[config.mk]
export PLATFORM = sky130hd
export DESIGN_NAME = qspi_lcd_command_pixel_serializer_unit
export DESIGN_NICKNAME = d
export VERILOG_FILES = /design/src/rtl/qlcd_pkg.sv /design/src/rtl/qlcd_front.sv /design/src/rtl/qlcd_queue.sv /design/src/rtl/qlcd_back.sv /design/src/rtl/qspi_lcd_command_pixel_serializer_unit.sv
export SDC_FILE = /design/constraint.sdc
export NUM_CORES = 1
export LEC_CHECK = 0
export BUFFER_PORTS_ARGS = -buffer_cell sky130_fd_sc_hd__buf_2
export CAP_MARGIN = 40
export CORE_MARGIN = 1.5
export CORE_UTILIZATION = 50
export DETAILED_ROUTE_END_ITERATION = 10
export HOLD_SLACK_MARGIN = 0.1
export PLACE_DENSITY_LB_ADDON = 0.12
export RECOVER_POWER = 100
export SLEW_MARGIN = 20
export SYNTH_ARGS = -nofsm -noshare
export SYNTH_HDL_FRONTEND = slang
export SYNTH_SLANG_ARGS = --single-unit
[constraint.sdc]
create_clock -name i_clk -period 4.4 [get_ports i_clk]
set_clock_uncertainty 0.15 [all_clocks]
set_input_delay 0.22 -clock i_clk [delete_from_list [all_inputs] [get_ports i_clk]]
set_output_delay 0.22 -clock i_clk [all_outputs]
set_load 0.05 [all_outputs]
[src/rtl/qlcd_pkg.sv]
// Package for the QSPI LCD command and pixel serializer.
// Holds the opcode codes, the work descriptor and the result types. No dependencies.
package qlcd_pkg;

    typedef enum logic [2:0] {
        OP_WRITE_CMD   = 3'd0,
        OP_PARAM_BYTE  = 3'd1,
        OP_READ_CMD    = 3'd2,
        OP_READ_BIT    = 3'd3,
        OP_PIXEL_START = 3'd4,
        OP_PIXEL       = 3'd5,
        OP_SELECT      = 3'd6,
        OP_DESELECT    = 3'd7
    } t_opcode;

    localparam logic [7:0]  WRITE_LEAD = 8'h02;
    localparam logic [7:0]  READ_LEAD  = 8'h03;
    // Pixel start: 0x12 on one line, then 00,2C,00 as quad nibbles.
    localparam logic [31:0] PIXEL_START_PATTERN = 32'h12002C00;

    // One unit of work for the back end. The pattern shifts out from its top:
    // one bit per pulse while single-line pulses remain, then one nibble per pulse.
    typedef struct packed {
        logic [31:0] pattern;
        logic [4:0]  remaining;    // results still to come, minus one
        logic [5:0]  singles;      // single-line pulses still to come
        logic        select_lead;  // next result is a chip-select change
        logic        chip_select;
        logic        d0_driven;
        logic [7:0]  read_byte;
        logic        read_valid;
    } t_work;

    typedef struct packed {
        logic [3:0] data_lines;
        logic       clock_pulse;
        logic       chip_select;
        logic       d0_driven;
        logic [7:0] read_byte;
        logic       read_valid;
        logic       last;
    } t_result;

endpackage

[src/rtl/qlcd_front.sv]
// Front end: accepts input items, updates select and read state, and builds work items.
// Depends on qlcd_pkg.
module qlcd_front (
    input  logic                 i_clk,
    input  logic                 i_rst_n,
    input  logic                 i_accept,
    input  logic [2:0]           i_opcode,
    input  logic [15:0]          i_data_word,
    input  logic                 i_line_in,
    output qlcd_pkg::t_work      o_work
);
    import qlcd_pkg::*;

    logic       r_selected, n_selected;
    logic [7:0] r_read_shift, n_read_shift;
    logic [2:0] r_read_count, n_read_count;
    logic       r_released, n_released;

    logic [7:0] shifted;
    logic [2:0] count_inc;

    assign shifted   = {r_read_shift[6:0], i_line_in};
    assign count_inc = r_read_count + 3'd1;

    always_comb begin
        n_selected   = r_selected;
        n_read_shift = r_read_shift;
        n_read_count = r_read_count;
        n_released   = r_released;
        o_work       = '0;
        o_work.d0_driven = 1'b1;

        case (t_opcode'(i_opcode))
            OP_WRITE_CMD, OP_READ_CMD: begin
                n_read_shift = '0;
                n_read_count = '0;
                n_released   = (t_opcode'(i_opcode) == OP_READ_CMD);
                o_work.pattern   = {(t_opcode'(i_opcode) == OP_READ_CMD) ? READ_LEAD
                                                                          : WRITE_LEAD,
                                    8'h00, i_data_word[7:0], 8'h00};
                o_work.remaining = 5'd31;
                o_work.singles   = 6'd32;
            end
            OP_PARAM_BYTE: begin
                n_read_shift = '0;
                n_read_count = '0;
                n_released   = 1'b0;
                o_work.pattern   = {i_data_word[7:0], 24'h0};
                o_work.remaining = 5'd7;
                o_work.singles   = 6'd8;
            end
            OP_READ_BIT: begin
                n_released   = 1'b1;
                n_read_count = count_inc;
                n_read_shift = (count_inc == 3'd0) ? 8'h00 : shifted;
                o_work.remaining  = 5'd0;
                o_work.singles    = 6'd1;
                o_work.d0_driven  = 1'b0;
                o_work.read_valid = (count_inc == 3'd0);
                o_work.read_byte  = (count_inc == 3'd0) ? shifted : 8'h00;
            end
            OP_PIXEL_START: begin
                n_read_shift = '0;
                n_read_count = '0;
                n_released   = 1'b0;
                n_selected   = 1'b1;
                o_work.pattern     = PIXEL_START_PATTERN;
                o_work.select_lead = !r_selected;
                o_work.remaining   = r_selected ? 5'd13 : 5'd14;
                o_work.singles     = 6'd8;
            end
            OP_PIXEL: begin
                n_read_shift = '0;
                n_read_count = '0;
                n_released   = 1'b0;
                o_work.pattern   = {i_data_word, 16'h0};
                o_work.remaining = 5'd3;
                o_work.singles   = 6'd0;
            end
            OP_SELECT, OP_DESELECT: begin
                n_selected = (t_opcode'(i_opcode) == OP_SELECT);
                o_work.select_lead = 1'b1;
                o_work.remaining   = 5'd0;
                o_work.d0_driven   = !r_released;
            end
            default: begin
                o_work.remaining = 5'd0;
            end
        endcase
        o_work.chip_select = n_selected;
    end

    always_ff @(posedge i_clk) begin
        if (!i_rst_n) begin
            r_selected   <= 1'b0;
            r_read_shift <= '0;
            r_read_count <= '0;
            r_released   <= 1'b0;
        end else if (i_accept) begin
            r_selected   <= n_selected;
            r_read_shift <= n_read_shift;
            r_read_count <= n_read_count;
            r_released   <= n_released;
        end
    end

endmodule

[src/rtl/qlcd_queue.sv]
// Two-entry queue of work items between the front and back ends.
// Depends on qlcd_pkg.
module qlcd_queue (
    input  logic                 i_clk,
    input  logic                 i_rst_n,
    input  logic                 i_push,
    input  qlcd_pkg::t_work      i_work,
    output logic                 o_full,
    input  logic                 i_pop,
    output logic                 o_valid,
    output qlcd_pkg::t_work      o_work
);
    import qlcd_pkg::*;

    t_work      r_mem [2];
    logic       r_wptr;
    logic       r_rptr;
    logic [1:0] r_count;

    assign o_full  = (r_count == 2'd2);
    assign o_valid = (r_count != 2'd0);
    assign o_work  = r_mem[r_rptr];

    always_ff @(posedge i_clk) begin
        if (i_push) begin
            r_mem[r_wptr] <= i_work;
        end
    end

    always_ff @(posedge i_clk) begin
        if (!i_rst_n) begin
            r_wptr  <= 1'b0;
            r_rptr  <= 1'b0;
            r_count <= '0;
        end else begin
            if (i_push) begin
                r_wptr <= !r_wptr;
            end
            if (i_pop) begin
                r_rptr <= !r_rptr;
            end
            r_count <= r_count + {1'b0, i_push} - {1'b0, i_pop};
        end
    end

endmodule

[src/rtl/qlcd_back.sv]
// Back end: steps items one result per cycle into its output reg unless stalled.
// Depends on qlcd_pkg.
module qlcd_back (
    input  logic                 i_clk,
    input  logic                 i_rst_n,
    input  logic                 i_q_valid,
    input  qlcd_pkg::t_work      i_q_work,
    output logic                 o_q_pop,
    output logic                 o_out_valid,
    output qlcd_pkg::t_result    o_result,
    input  logic                 i_out_take
);
    import qlcd_pkg::*;

    t_work   r_cur, n_cur;
    logic    r_active;
    t_result r_out, emit;
    logic    r_out_valid;
    t_work   w;
    logic    have, can_emit, fire;

    assign w        = r_active ? r_cur : i_q_work;
    assign have     = r_active || i_q_valid;
    assign can_emit = !r_out_valid || i_out_take;
    assign fire     = have && can_emit;
    assign o_q_pop  = fire && !r_active;

    always_comb begin
        emit = '0;
        emit.chip_select = w.chip_select;
        emit.d0_driven   = w.d0_driven;
        emit.read_byte   = w.read_byte;
        emit.read_valid  = w.read_valid;
        emit.last        = (w.remaining == 5'd0);
        n_cur            = w;
        n_cur.remaining  = w.remaining - 5'd1;
        if (w.select_lead) begin
            n_cur.select_lead = 1'b0;
        end else if (w.singles != 6'd0) begin
            emit.clock_pulse = 1'b1;
            emit.data_lines  = {3'b000, w.pattern[31]};
            n_cur.pattern    = {w.pattern[30:0], 1'b0};
            n_cur.singles    = w.singles - 6'd1;
        end else begin
            emit.clock_pulse = 1'b1;
            emit.data_lines  = w.pattern[31:28];
            n_cur.pattern    = {w.pattern[27:0], 4'h0};
        end
    end

    always_ff @(posedge i_clk) begin
        if (fire) begin
            r_out <= emit;
            r_cur <= n_cur;
        end
    end

    always_ff @(posedge i_clk) begin
        if (!i_rst_n) begin
            r_active    <= 1'b0;
            r_out_valid <= 1'b0;
        end else begin
            if (fire) begin
                r_active    <= !emit.last;
                r_out_valid <= 1'b1;
            end else if (i_out_take) begin
                r_out_valid <= 1'b0;
            end
        end
    end

    assign o_out_valid = r_out_valid;
    assign o_result    = r_out;

endmodule

[src/rtl/qspi_lcd_command_pixel_serializer_unit.sv]
// Top level of the QSPI LCD command and pixel serializer.
// Depends on qlcd_pkg, qlcd_front, qlcd_queue and qlcd_back.
//
//  Channel   Handshake            Payload
//  -------   ------------------   -----------------------------------------------
//  input     i_push / o_full      i_opcode, i_data_word, i_line_in
//  result    o_empty / i_pop      o_data_lines, o_clock_pulse, o_chip_select,
//                                 o_d0_driven, o_read_byte, o_read_valid, o_last
//
// The back end hands out an item's results one at a time through its output
// register: 32 results for a command header, 8 for a parameter byte, 14 or 15
// for a pixel start, 4 for a pixel and 1 for a read bit or a select change.
// The rate is set by the back end's single result path.
// Reset is synchronous and active low; it deselects the panel, drives D0 and
// clears any partial read byte. A stalled result holds in the output register
// while the back end waits; the two-entry queue lets the front end keep
// accepting items until it fills.
module qspi_lcd_command_pixel_serializer_unit (
    input  logic        i_clk,
    input  logic        i_rst_n,
    input  logic        i_push,
    output logic        o_full,
    input  logic [2:0]  i_opcode,
    input  logic [15:0] i_data_word,
    input  logic        i_line_in,
    output logic        o_empty,
    input  logic        i_pop,
    output logic [3:0]  o_data_lines,
    output logic        o_clock_pulse,
    output logic        o_chip_select,
    output logic        o_d0_driven,
    output logic [7:0]  o_read_byte,
    output logic        o_read_valid,
    output logic        o_last
);
    import qlcd_pkg::*;

    t_work   front_work;
    t_work   q_work;
    t_result result;
    logic    accept;
    logic    q_valid;
    logic    q_pop;
    logic    out_valid;

    // The front end updates its select and read state at the same edge that
    // the item enters the queue, so later items see the new state at once.
    assign accept = i_push && !o_full;

    qlcd_front u_front (
        .i_clk       (i_clk),
        .i_rst_n     (i_rst_n),
        .i_accept    (accept),
        .i_opcode    (i_opcode),
        .i_data_word (i_data_word),
        .i_line_in   (i_line_in),
        .o_work      (front_work)
    );

    qlcd_queue u_queue (
        .i_clk   (i_clk),
        .i_rst_n (i_rst_n),
        .i_push  (accept),
        .i_work  (front_work),
        .o_full  (o_full),
        .i_pop   (q_pop),
        .o_valid (q_valid),
        .o_work  (q_work)
    );

    // The back end starts on the head of the queue directly, so a one-result
    // item leaves the queue in the same cycle that its result is registered.
    qlcd_back u_back (
        .i_clk       (i_clk),
        .i_rst_n     (i_rst_n),
        .i_q_valid   (q_valid),
        .i_q_work    (q_work),
        .o_q_pop     (q_pop),
        .o_out_valid (out_valid),
        .o_result    (result),
        .i_out_take  (i_pop)
    );

    assign o_empty       = !out_valid;
    assign o_data_lines  = result.data_lines;
    assign o_clock_pulse = result.clock_pulse;
    assign o_chip_select = result.chip_select;
    assign o_d0_driven   = result.d0_driven;
    assign o_read_byte   = result.read_byte;
    assign o_read_valid  = result.read_valid;
    assign o_last        = result.last;

endmodule

Word-level counts from Yosys, hierarchy flattened --
Memory sizes are Yosys's and may differ from the RTL's. A register that Yosys moved wholly into a read port is not among the register bits. Cells that the tools add are included.
Storage, ports and cells: register bits after elaboration 78, bits in writable memories 110, output and inout port bits 19, logic and storage cells 92, memories kept 1
Memory list:
- u_queue.r_mem | words 2, bits a word 55, rd ports 1, clocked after Yosys merged registers in 1, wr ports 1, RTL line qlcd_queue.sv:15 | t_work r_mem [2];
Cells by class: add/subtract/negate cells 5, equal/unequal tests 8, muxes and demuxes 26, bitwise operators 1, reduce and logical (&&, ||, !) cells 31
Operator list (number):
- case mux 32 bit (4 select lines) | 1
- 2-to-1 mux 32 bit | 2
- 2-to-1 mux 55 bit | 1
- case mux 5 bit (5 select lines) | 1
- case mux 6 bit (3 select lines) | 1
- case mux 7 bit (2 select lines) | 1
- == test 3 bit, second input constant | 4
- 2-to-1 mux 6 bit | 2
- 2-to-1 mux 9 bit | 1
- logical NOT 1 bit | 8
- 2-to-1 mux 8 bit | 1
- OR reduction 2 bit | 4
- 2-to-1 mux 1 bit | 7
- 2-to-1 mux 7 bit | 1
- == test 3 x 2 -> 1 bit, second input constant | 2
- logical NOT 3 bit | 2
- case mux 1 bit (2 select lines) | 3
- case mux 3 bit (2 select lines) | 1
- AND reduction 2 bit | 3
- nonzero test 2 bit | 3
- nonzero test 6 bit | 1
- OR reduction 3 bit | 2
- subtractor 6 x 1 -> 6 bit, second input constant | 1
- logical NOT 5 bit | 1
- 13 further kinds | 17

Depth between registers and ports, before layout --
Gate-level depths: netlist (run 1).
depth after elaboration 6, depth in mapped cells 11, gate-level depth less buffers 8

By module --
Synthesis (run 1) repeated with hierarchy kept, for this count alone.
Unflattened totals: cells, all modules 613, area, all modules 8838.5 um^2
Modules (own cells, without submodules):
- qlcd_queue | times used 1, cells each 192, area each 4449.3 um^2
- qlcd_back | times used 1, cells each 289, area each 3353.2 um^2
- qlcd_front | times used 1, cells each 130, area each 1018.5 um^2
- qspi_lcd_command_pixel_serializer_unit | times used 1, cells each 2, area each 17.5 um^2

Least setup slack after synthesis (run 1) --
OpenSTA, ideal clock, no wires.
kind reg-to-reg, start register u_back.r_active, end register u_back.r_out, in the netlist u_back.o_result[0], enable pin, data arrival time 2.820 ns, required time 3.793 ns, slack 0.973 ns, cell stages (with the launch flop) 5, clock period less this slack 3.427 ns, path through dfxtp_1 -> buf_2 -> buf_2 -> nor3_1 -> nor2_1
On the way: cells in the longest elaborated chain, start to end 2
Ends and longest elaborated chain:
- from (decl) | RTL line qlcd_back.sv:16 | logic r_active;
- from (signal assigned) | RTL line qlcd_back.sv:64 | r_active <= !emit.last;
- logical OR 1 bit | RTL line qlcd_back.sv:23 | assign have = r_active || i_q_valid;
- logical AND 1 bit | RTL line qlcd_back.sv:25 | assign fire = have && can_emit;
- named net u_back.fire | RTL line qlcd_back.sv:20 | logic have, can_emit, fire;
- to (signal assigned) | RTL line qlcd_back.sv:53 | r_out <= emit;
- to (decl) | RTL line qlcd_back.sv:17 | t_result r_out, emit;
The timed path passes the listed nets, and every way through them passes these cells. A chain may end at the register's enable or synchronous reset.

Worst setup path after layout (run 1) --
start register u_back.r_active, end register u_back.r_cur[28] (netlist bit), enable pin
On the way: cells in the longest elaborated chain, start to end 2
Ends and longest elaborated chain:
- logical OR 1 bit | RTL line qlcd_back.sv:23
- logical AND 1 bit | RTL line qlcd_back.sv:25
- named net u_back.fire | RTL line qlcd_back.sv:20
- to (signal assigned) | RTL line qlcd_back.sv:54 | r_cur <= n_cur;
- to (decl) | RTL line qlcd_back.sv:15 | t_work r_cur, n_cur;
The timed path passes the listed nets, and every way through them passes these cells.

==> impl_metrics.ini, run 1 <==
[clock_tree]
cts_resized = 0
cts-root-buf = clkbuf_16
clock_latency_ps = 420
clkTransAtPathRegs_ps = 60
cts_hold_buf = 18
h-tree-depth = 4
clkSinkCount = 165
cts_tree = done
cts_buffers = 17
clockBufferDepth = 2
postCtsSetupRepairBufs = 0

[timing]
fmaxAchievable_mhz = 263
rsz0062_at_grt = no
fin_crit_sh_pct = 86.4
finalHoldViolations = 0
final_max_slew_viol_count = 109
setup_viol = 0
worst_pin_slew_ps = 1920
fin_tns_setup_ps = 0
min_period_ps = 3800
max_slew_margin_pct = -28.8

[detailed_routing]
postRouteAntennaNets = 0
via_per_inst = 5.63
routed_wl_um = 15300
drc = 0
drt_iter0_drc = 380
avgRoutedWirePerCell_um = 18.3
vias = 4708
drt_pass1_iterations = 5

[logic_synthesis]
synth_top_area_share_pct = 57.3
yosysTopAreaCell = edfxtp_1
synthCells = 592
netlist_top_cells_area = edfxtp_1 (57%), mux2i_1 (5.1%), dfxtp_1 (5.0%)
synthArstFlopShare_pct = 0
synthesis.area_um2 = 7650
ys_warn_count = 0
avgSynthCellArea_um2 = 12.9
synth_nets = 624
synthFlopType = edfxtp_1
ys_seq_area_share_pct = 62.3
ys_seq_elements = 165
ys_types = 56
synth_edf_count = 146
synth.most_common_cell = edfxtp_1
ys_top_cells_by_count = edfxtp_1 (146), nand2_1 (72), mux2i_1 (39)

[final_layout]
utilization_pct = 56.9
nNetsFinal = 667
design_area_um2 = 8590
nFillCells = 1260
num_antenna_cells = 0
area_growth_pct = 12.3
drive_above_1_share_pct = 15.3

[global_route]
grt_remaining_overflow = 0
grt_max_degree = 71
grt_antenna_before_repair = 0
grt_pass1_wl_um = 24800
grt_pass1_vias = 4698
grt_util_all_layers_pct = 20.2

[floorplan]
fp.dieH_um = 127
die-area_um2 = 16100
io_pins = 43
initial_core_util_pct = 50.7
core_um2 = 15100
row_count = 45
dieWidth_um = 127

[worst_setup_path]
cp_data_arrival_time_ps = 3700
worstPathMaxFanout = 70
crit_path_start_kind = flip-flop
path_class = reg -> reg
crit_path_end_kind = flip-flop
cp.required_ps = 4300

[flow_run]
cap_violations = 4

[outcome]
violations = capacitance limit, slew limit
status = finished, violations left

[place]
hpwl_um = 9870
port_buffers = 42
gp_congestion = 0.812
dpl_cell_area_um2 = 7930

[min_path]
hold_path.class = in -> reg

[power]
power.density_nw_per_um2 = 725
leakage_nw = 3.07
vdd.ir_drop.worst_v = 0.000317
[worst max-delay path: stages, from the launching register on]
cell and delay, ps:
dfxtp_1 320, buf_4 530, nor3_1 190, nor2_1 1390
clkbuf_2 810
[power breakdown]
part	switching, mW	leakage (nW)	internal (mW)
clock network	0.599	0.296	0.884
logic	1.56	1.19	0.660
registers	0.147	1.58	2.37
[worst paths after layout]
path	from	to	slack, ps	cells past startpoint
worst max-delay path	u_back.r_active	u_back.r_cur[28]	600	4
worst min-delay path	i_data_word[15]	u_queue.r_mem[0][54]	110	3
worst max register to register	u_back.r_active	u_back.r_cur[28]	600	4
worst min register to register	u_front.r_read_shift[1]	u_front.r_read_shift[1]	330	2
[through the flow]
step	setup WS (ps)	total power, mW	instances	hold slack (ps)
3_5_place_dp	691	4.85	786	306
2_1_floorplan	973	4.40	592	275
3_3_place_gp	858	4.78	784	289
5_1_grt	276	6.58	836	139
6_report	597	6.23	836	113
4_1_cts	655	6.35	836	100
[routing by layer]
| metal | track usage, % | vias to the layer above | share of wire, % |
|---|---|---|---|
| met4 | 6.89 | 0 | 1.4 |
| met2 | 32.3 | 105 | 48 |
| li1 | - | 2293 | - |
| met5 | 0 | - | 0 |
| met1 | 27.5 | 2292 | 47 |
| met3 | 4.68 | 18 | 3.9 |
[layout by cell type, fill, tap and decap left out, drive strengths merged, types with 5 or more instances in the layout]
cell,n
dfxtp,19
clkinv,5
and2,25
clkbuf,50
inv,13
buf,26
nor2,15
or3b,7
nor3,8
xnor2,5
nand4,13
o21a,5
a21boi,11
and3,15
o21ai,36
ha,8
dlygate4sd3,18
o211ai,28
mux2i,39
nand2,72
nor2b,5
edfxtp,146
a21oi,14
nand3,14
mux2,19
[cells by family (layout without fill, tap and decap cells)]
logic type | Yosys count | in the layout | share of synthesized area [%]
other | 1 | 1 | 0.0490
adder cells (fa/ha/maj) | 8 | 8 | 1.31
XOR/XNOR | 9 | 9 | 1.03
AO/OA/AOI/OAI | 113 | 113 | 10.7
flip-flops | 165 | 165 | 62.3
multiplexers | 58 | 58 | 7.95
buffers and inverters | 57 | 113 | 4.30
AND/OR/NAND/NOR | 181 | 181 | 12.4
[state kept, by name, indices dropped and copies added (netlist names), named ones only]
register,cells
u_front.r_selected,1
u_queue.r_mem,86
u_front.r_released,1
u_queue.r_count,2
u_front.r_read_count,3
u_queue.r_wptr,1
u_back.o_out_valid,1
u_back.r_active,1
u_front.r_read_shift,7
u_queue.r_rptr,1
u_back.o_result,6
u_back.r_cur,54
[cell type report]
| type | count | area, um^2 | area share (%) |
|---|---|---|---|
| clock buffer | 24 | 514 | 5.99 |
| clock inverter | 8 | 87.6 | 1.02 |
| inverter | 11 | 41.3 | 0.481 |
| multi-input combinational | 370 | 2520 | 29.3 |
| sequential | 165 | 4760 | 55.5 |
| tap | 188 | 235 | 2.74 |
| timing repair buffer | 70 | 430 | 5.01 |
No activity file was read; power rests on OpenSTA's default activity.
==> run 2, diff against run 1 <==
- SYNTH_HIERARCHICAL: default -> 1
==> impl_metrics.ini, run 2 <==
[timing]
fin_crit_sh_pct = 82.4
min_period_ps = 3630
final_max_slew_viol_count = 0
finalHoldViolations = 0
worst_pin_slew_ps = 1390
fmaxAchievable_mhz = 276
rsz0062_at_grt = no
fin_ws_ps = 774
max_slew_margin_pct = 7.01
setup_viol = 0
fin_tns_setup_ps = 0

[worst_setup_path]
crit_slowest_cell = clkbuf_1
cp.required_ps = 4600
worstPathMaxFanout = 24
crit_path_start_kind = flip-flop
crit_chain = inv_1 > clkbuf_1 > and3_1 > ha_1 > inv_1 > ha_1 > xnor3_1 > nor2b_1
crit_path_end_kind = flip-flop
cp_data_arrival_time_ps = 3830
cpPeakStageDelay_ps = 900
path_class = reg -> reg

[final_layout]
nFillCells = 1459
final_common_cell = edfxtp_1
largest_register_ffs = 110
num_antenna_cells = 0
final_cell_mix = edfxtp_1 (170), nor2_1 (59), mux2_4 (48)
area_growth_pct = 10.5
drive_above_1_share_pct = 19.9
largest-register = u_queue/r_mem
nNetsFinal = 692
design_area_um2 = 9770
fin_cells = 898

[power]
power.density_nw_per_um2 = 644
vdd.ir_drop.worst_v = 0.000343
leakage_nw = 3.61

[detailed_routing]
route.met3.wl_um = 749
routed_wl_um = 16500
wl_met2_um = 7880
postRouteAntennaNets = 0
via_per_inst = 5.55
highest_layer = met4
drc = 0
drt_iter0_drc = 299
vias = 4983
avgRoutedWirePerCell_um = 18.4
drt_pass1_iterations = 5
wl_met1_um = 7530

[floorplan]
initial_core_util_pct = 51.1
dieWidth_um = 136
fp.dieH_um = 136
io_pins = 43
die-area_um2 = 18500
core_um2 = 17300
row_count = 48

[global_route]
grt_max_degree = 50
grt_pass1_wl_um = 26500
grt_remaining_overflow = 0
grt_pass1_vias = 4897
grt_util_all_layers_pct = 19.0
grt_antenna_before_repair = 0

[place]
gp_congestion = 0.799
hpwl_um = 11200
dpl.cell_count = 844
pre_cts_ws_ps = 1410
port_buffers = 42
dpl_cell_area_um2 = 9070

[flow_run]
cap_violations = 0

[clock_tree]
cts-root-buf = clkbuf_16
clockBufferDepth = 2
clock_latency_ps = 420
postCtsSetupRepairBufs = 0
cts_resized = 0
cts_buffers = 17
cts_tree = done
clkSinkCount = 189
h-tree-depth = 4
clkTransAtPathRegs_ps = 70

[logic_synthesis]
synthesis.area_um2 = 8840
ys_types = 59
ys_warn_count = 6
synthArstFlopShare_pct = 0
netlist_top_cells_area = edfxtp_1 (58%), mux2_4 (8.5%), dfxtp_1 (4.3%)
synthFlopType = edfxtp_1
ys_seq_area_share_pct = 62.1
ys_seq_elements = 189
ys_top_cells_by_count = edfxtp_1 (170), nor2_1 (58), mux2_4 (50)
synth.most_common_cell = edfxtp_1
synth_edf_count = 170
synthCells = 613
yosysTopAreaCell = edfxtp_1
avgSynthCellArea_um2 = 14.4
synth_top_area_share_pct = 57.8

[outcome]
status = completed

[min_path]
hold_path.class = in -> reg
[run 2: layer usage]
layer / track usage, % / vias up
met5: 0 / -
met4: 6.50 / 0
met3: 4.44 / 15
met2: 29.9 / 105
met1: 25.9 / 2473
li1: - / 2390
[run 2: what timing repair did]
action | in CTS | in global routing
hold endpoints to repair | 63 | 0
hold buffers | 22 | 0
setup endpoints to repair | 0 | 0
[run 2: area by class of cell]
cell class,instances,area (um^2),share of cell area (%)
clock buffer,18,429,4.39
timing repair buffer,76,518,5.30
clock inverter,14,145,1.49
multi-input combinational,367,2870,29.4
sequential,189,5490,56.2
tap,225,282,2.88
inverter,9,33.8,0.346
[run 2: worst paths after layout]
kind / start / endpoint / slack, ps / cells past startpoint
min reg2reg: u_front/r_released / u_front/r_released / 320 / 2
max reg2reg: u_back/r_active / u_queue/r_count[1] / 770 / 8
min: i_data_word[9] / u_queue/r_mem[0][48] / 130 / 3
max: u_back/r_active / u_queue/r_count[1] / 770 / 8
[run 2: power by group]
| part | internal, mW | switching (mW) | total [mW] |
|---|---|---|---|
| combinational | 0.766 | 1.24 | 2.01 |
| sequential | 2.60 | 0.211 | 2.81 |
| clock | 0.760 | 0.710 | 1.47 |
[run 2: metrics by stage]
stage | power [mW] | utilization, % | hold slack (ps)
after floorplan | 4.49 | - | 186
after global placement | 4.81 | 52.1 | 293
after detailed placement | 4.90 | 52.5 | 299
after CTS | 6.40 | 57.1 | 118
after global routing | 6.62 | 56.5 | 168
final | 6.29 | 56.5 | 125
[run 2: worst max-delay path, delay by kind of cell, from the launching register on]
kind                       cells  cell delay (ps)
and+or+nand+nor                2              820
DFF                            1              620
adders and majority gates      2              480
buffers and inverters          3             1090
xor gates and xnor gates       1              390
[run 2: kinds of logic (layout without fill, tap and decap cells)]
group | Yosys count | in the layout | share of synthesized area (%)
compound gates | 100 | 100 | 8.71
xor+xnor | 7 | 7 | 0.849
fa+ha+maj | 8 | 8 | 1.13
buf+inv | 67 | 117 | 5.48
flops | 189 | 189 | 62.1
mux | 83 | 83 | 12.3
other cells | 1 | 11 | 0.0424
simple gates | 158 | 158 | 9.40
==> run 3, diff against run 2 <==
- clock period: 4.4 -> 3.05 ns (I/O delays scaled with it)
==> impl_metrics.ini, run 3 (synthesized netlist as in run 2, its figures left out) <==
[worst_setup_path]
cp_data_arrival_time_ps = 2850
crit_path_start_kind = flip-flop
crit_path_end_kind = flip-flop
worstPathMaxFanout = 30
cp.required_ps = 3130
path_class = reg -> reg
r2r_cells = 7

[final_layout]
largest_register_ffs = 110
nNetsFinal = 694
final_cell_mix = edfxtp_1 (170), nor2_1 (59), mux2_4 (44)
final_common_cell = edfxtp_1
area_growth_pct = 10.6
largest-register = u_queue/r_mem
num_antenna_cells = 0
design_area_um2 = 9780
drive_above_1_share_pct = 19.3

[timing]
max_slew_margin_pct = 10.4
setup_viol = 0
fin_crit_sh_pct = 91.0
fmaxAchievable_mhz = 360
finalHoldViolations = 0
fin_ws_ps = 275
fin_tns_setup_ps = 0
final_max_slew_viol_count = 0
min_period_ps = 2780
worst_pin_slew_ps = 1340
rsz0062_at_grt = no

[global_route]
grt_pass1_vias = 4912
grt_antenna_before_repair = 0
grt_remaining_overflow = 0
grt_max_degree = 56
grt_pass1_wl_um = 25800
grt_util_all_layers_pct = 18.8

[floorplan]
row_count = 48
dieWidth_um = 136
core_um2 = 17300
die-area_um2 = 18500
initial_core_util_pct = 51.1
io_pins = 43
fp.dieH_um = 136

[clock_tree]
h-tree-depth = 4
cts_buffers = 17
cts_tree = done
clockBufferDepth = 2
clkSinkCount = 189
clock_latency_ps = 420
cts-root-buf = clkbuf_16
clkTransAtPathRegs_ps = 70

[place]
pre_cts_ws_ps = 419
dpl_cell_area_um2 = 9080
port_buffers = 42
gp_congestion = 0.736
hpwl_um = 10700

[flow_run]
cap_violations = 0

[power]
leakage_nw = 3.61
vdd.ir_drop.worst_v = 0.000450
power.density_nw_per_um2 = 936

[outcome]
status = completed

[detailed_routing]
drt_pass1_iterations = 6
vias = 4987
postRouteAntennaNets = 0
avgRoutedWirePerCell_um = 18.3
drt_iter0_drc = 416
drc = 0
routed_wl_um = 16500
via_per_inst = 5.54

[min_path]
holdPathStages = 3
hold_path.class = in -> reg
## run 3: cell count changes in the layout (fill, tap and decap cells not counted), moves of 3 or more
cell	previous run	this run
inv_8	5	0
bufinv_16	0	4
mux2_1	2	6
mux2_4	48	44
buf_4	4	7
## run 3: path summary, 6_finish.rpt
kind                      startpoint  slack, ps                      end
max                        flip-flop        270         u_back/r_cur[54]
min reg2reg  u_front/r_read_shift[6]        320  u_front/r_read_shift[6]
min                  i_data_word[15]        130     u_queue/r_mem[1][54]
max reg2reg                flip-flop        270         u_back/r_cur[54]
## run 3: repair_timing
action	4_1_cts	5_1_grt
hold buffers	23	0
hold endpoints to repair	66	0
setup endpoints to repair	0	1
gates resized for setup	0	1
buffers inserted	0	0
## run 3: per-layer routing
| layer | share of wire [%] | up-vias | global-route usage [%] |
|---|---|---|---|
| met4 | 1.5 | 0 | 6.38 |
| met5 | 0 | - | 0 |
| met3 | 4.4 | 21 | 3.88 |
| met1 | 47 | 2458 | 25.8 |
| met2 | 47 | 129 | 29.8 |
| li1 | - | 2379 | - |
## run 3: cell type report
type	instances	area, um^2
fill	1416	7520
sequential	189	5490
multi-input combinational	367	2850
timing repair buffer	78	512
clock buffer	21	440
tap	225	282
clock inverter	11	166
inverter	9	33.8
## run 3: stage by stage
stage / power (mW) / hold WS [ps] / utilization [%] / instances
floorplan: 6.46 / 119 / - / 623
global placement: 6.96 / 236 / 52.5 / 845
detailed placement: 7.05 / 240 / 52.5 / 845
CTS: 9.37 / 102 / 57.3 / 900
global route: 9.61 / 123 / 56.5 / 900
finish: 9.16 / 133 / 56.5 / 900
## run 3: where the power goes
group | leakage [nW] | switching [mW] | internal [mW] | total [mW]
logic | 1.52 | 1.81 | 1.06 | 2.88
clock network | 0.289 | 0.905 | 1.37 | 2.28
registers | 1.80 | 0.240 | 3.76 | 4.00
total | 3.61 | 2.96 | 6.20 | 9.16
## run 3: critical path: stages, from the launching register on
cell      delay (ps)
dfxtp_4          440
mux2_1           400
mux2i_1          280
ha_1             320
o221a_2          210
buf_4            300
nor2_1           150
a221oi_1         330
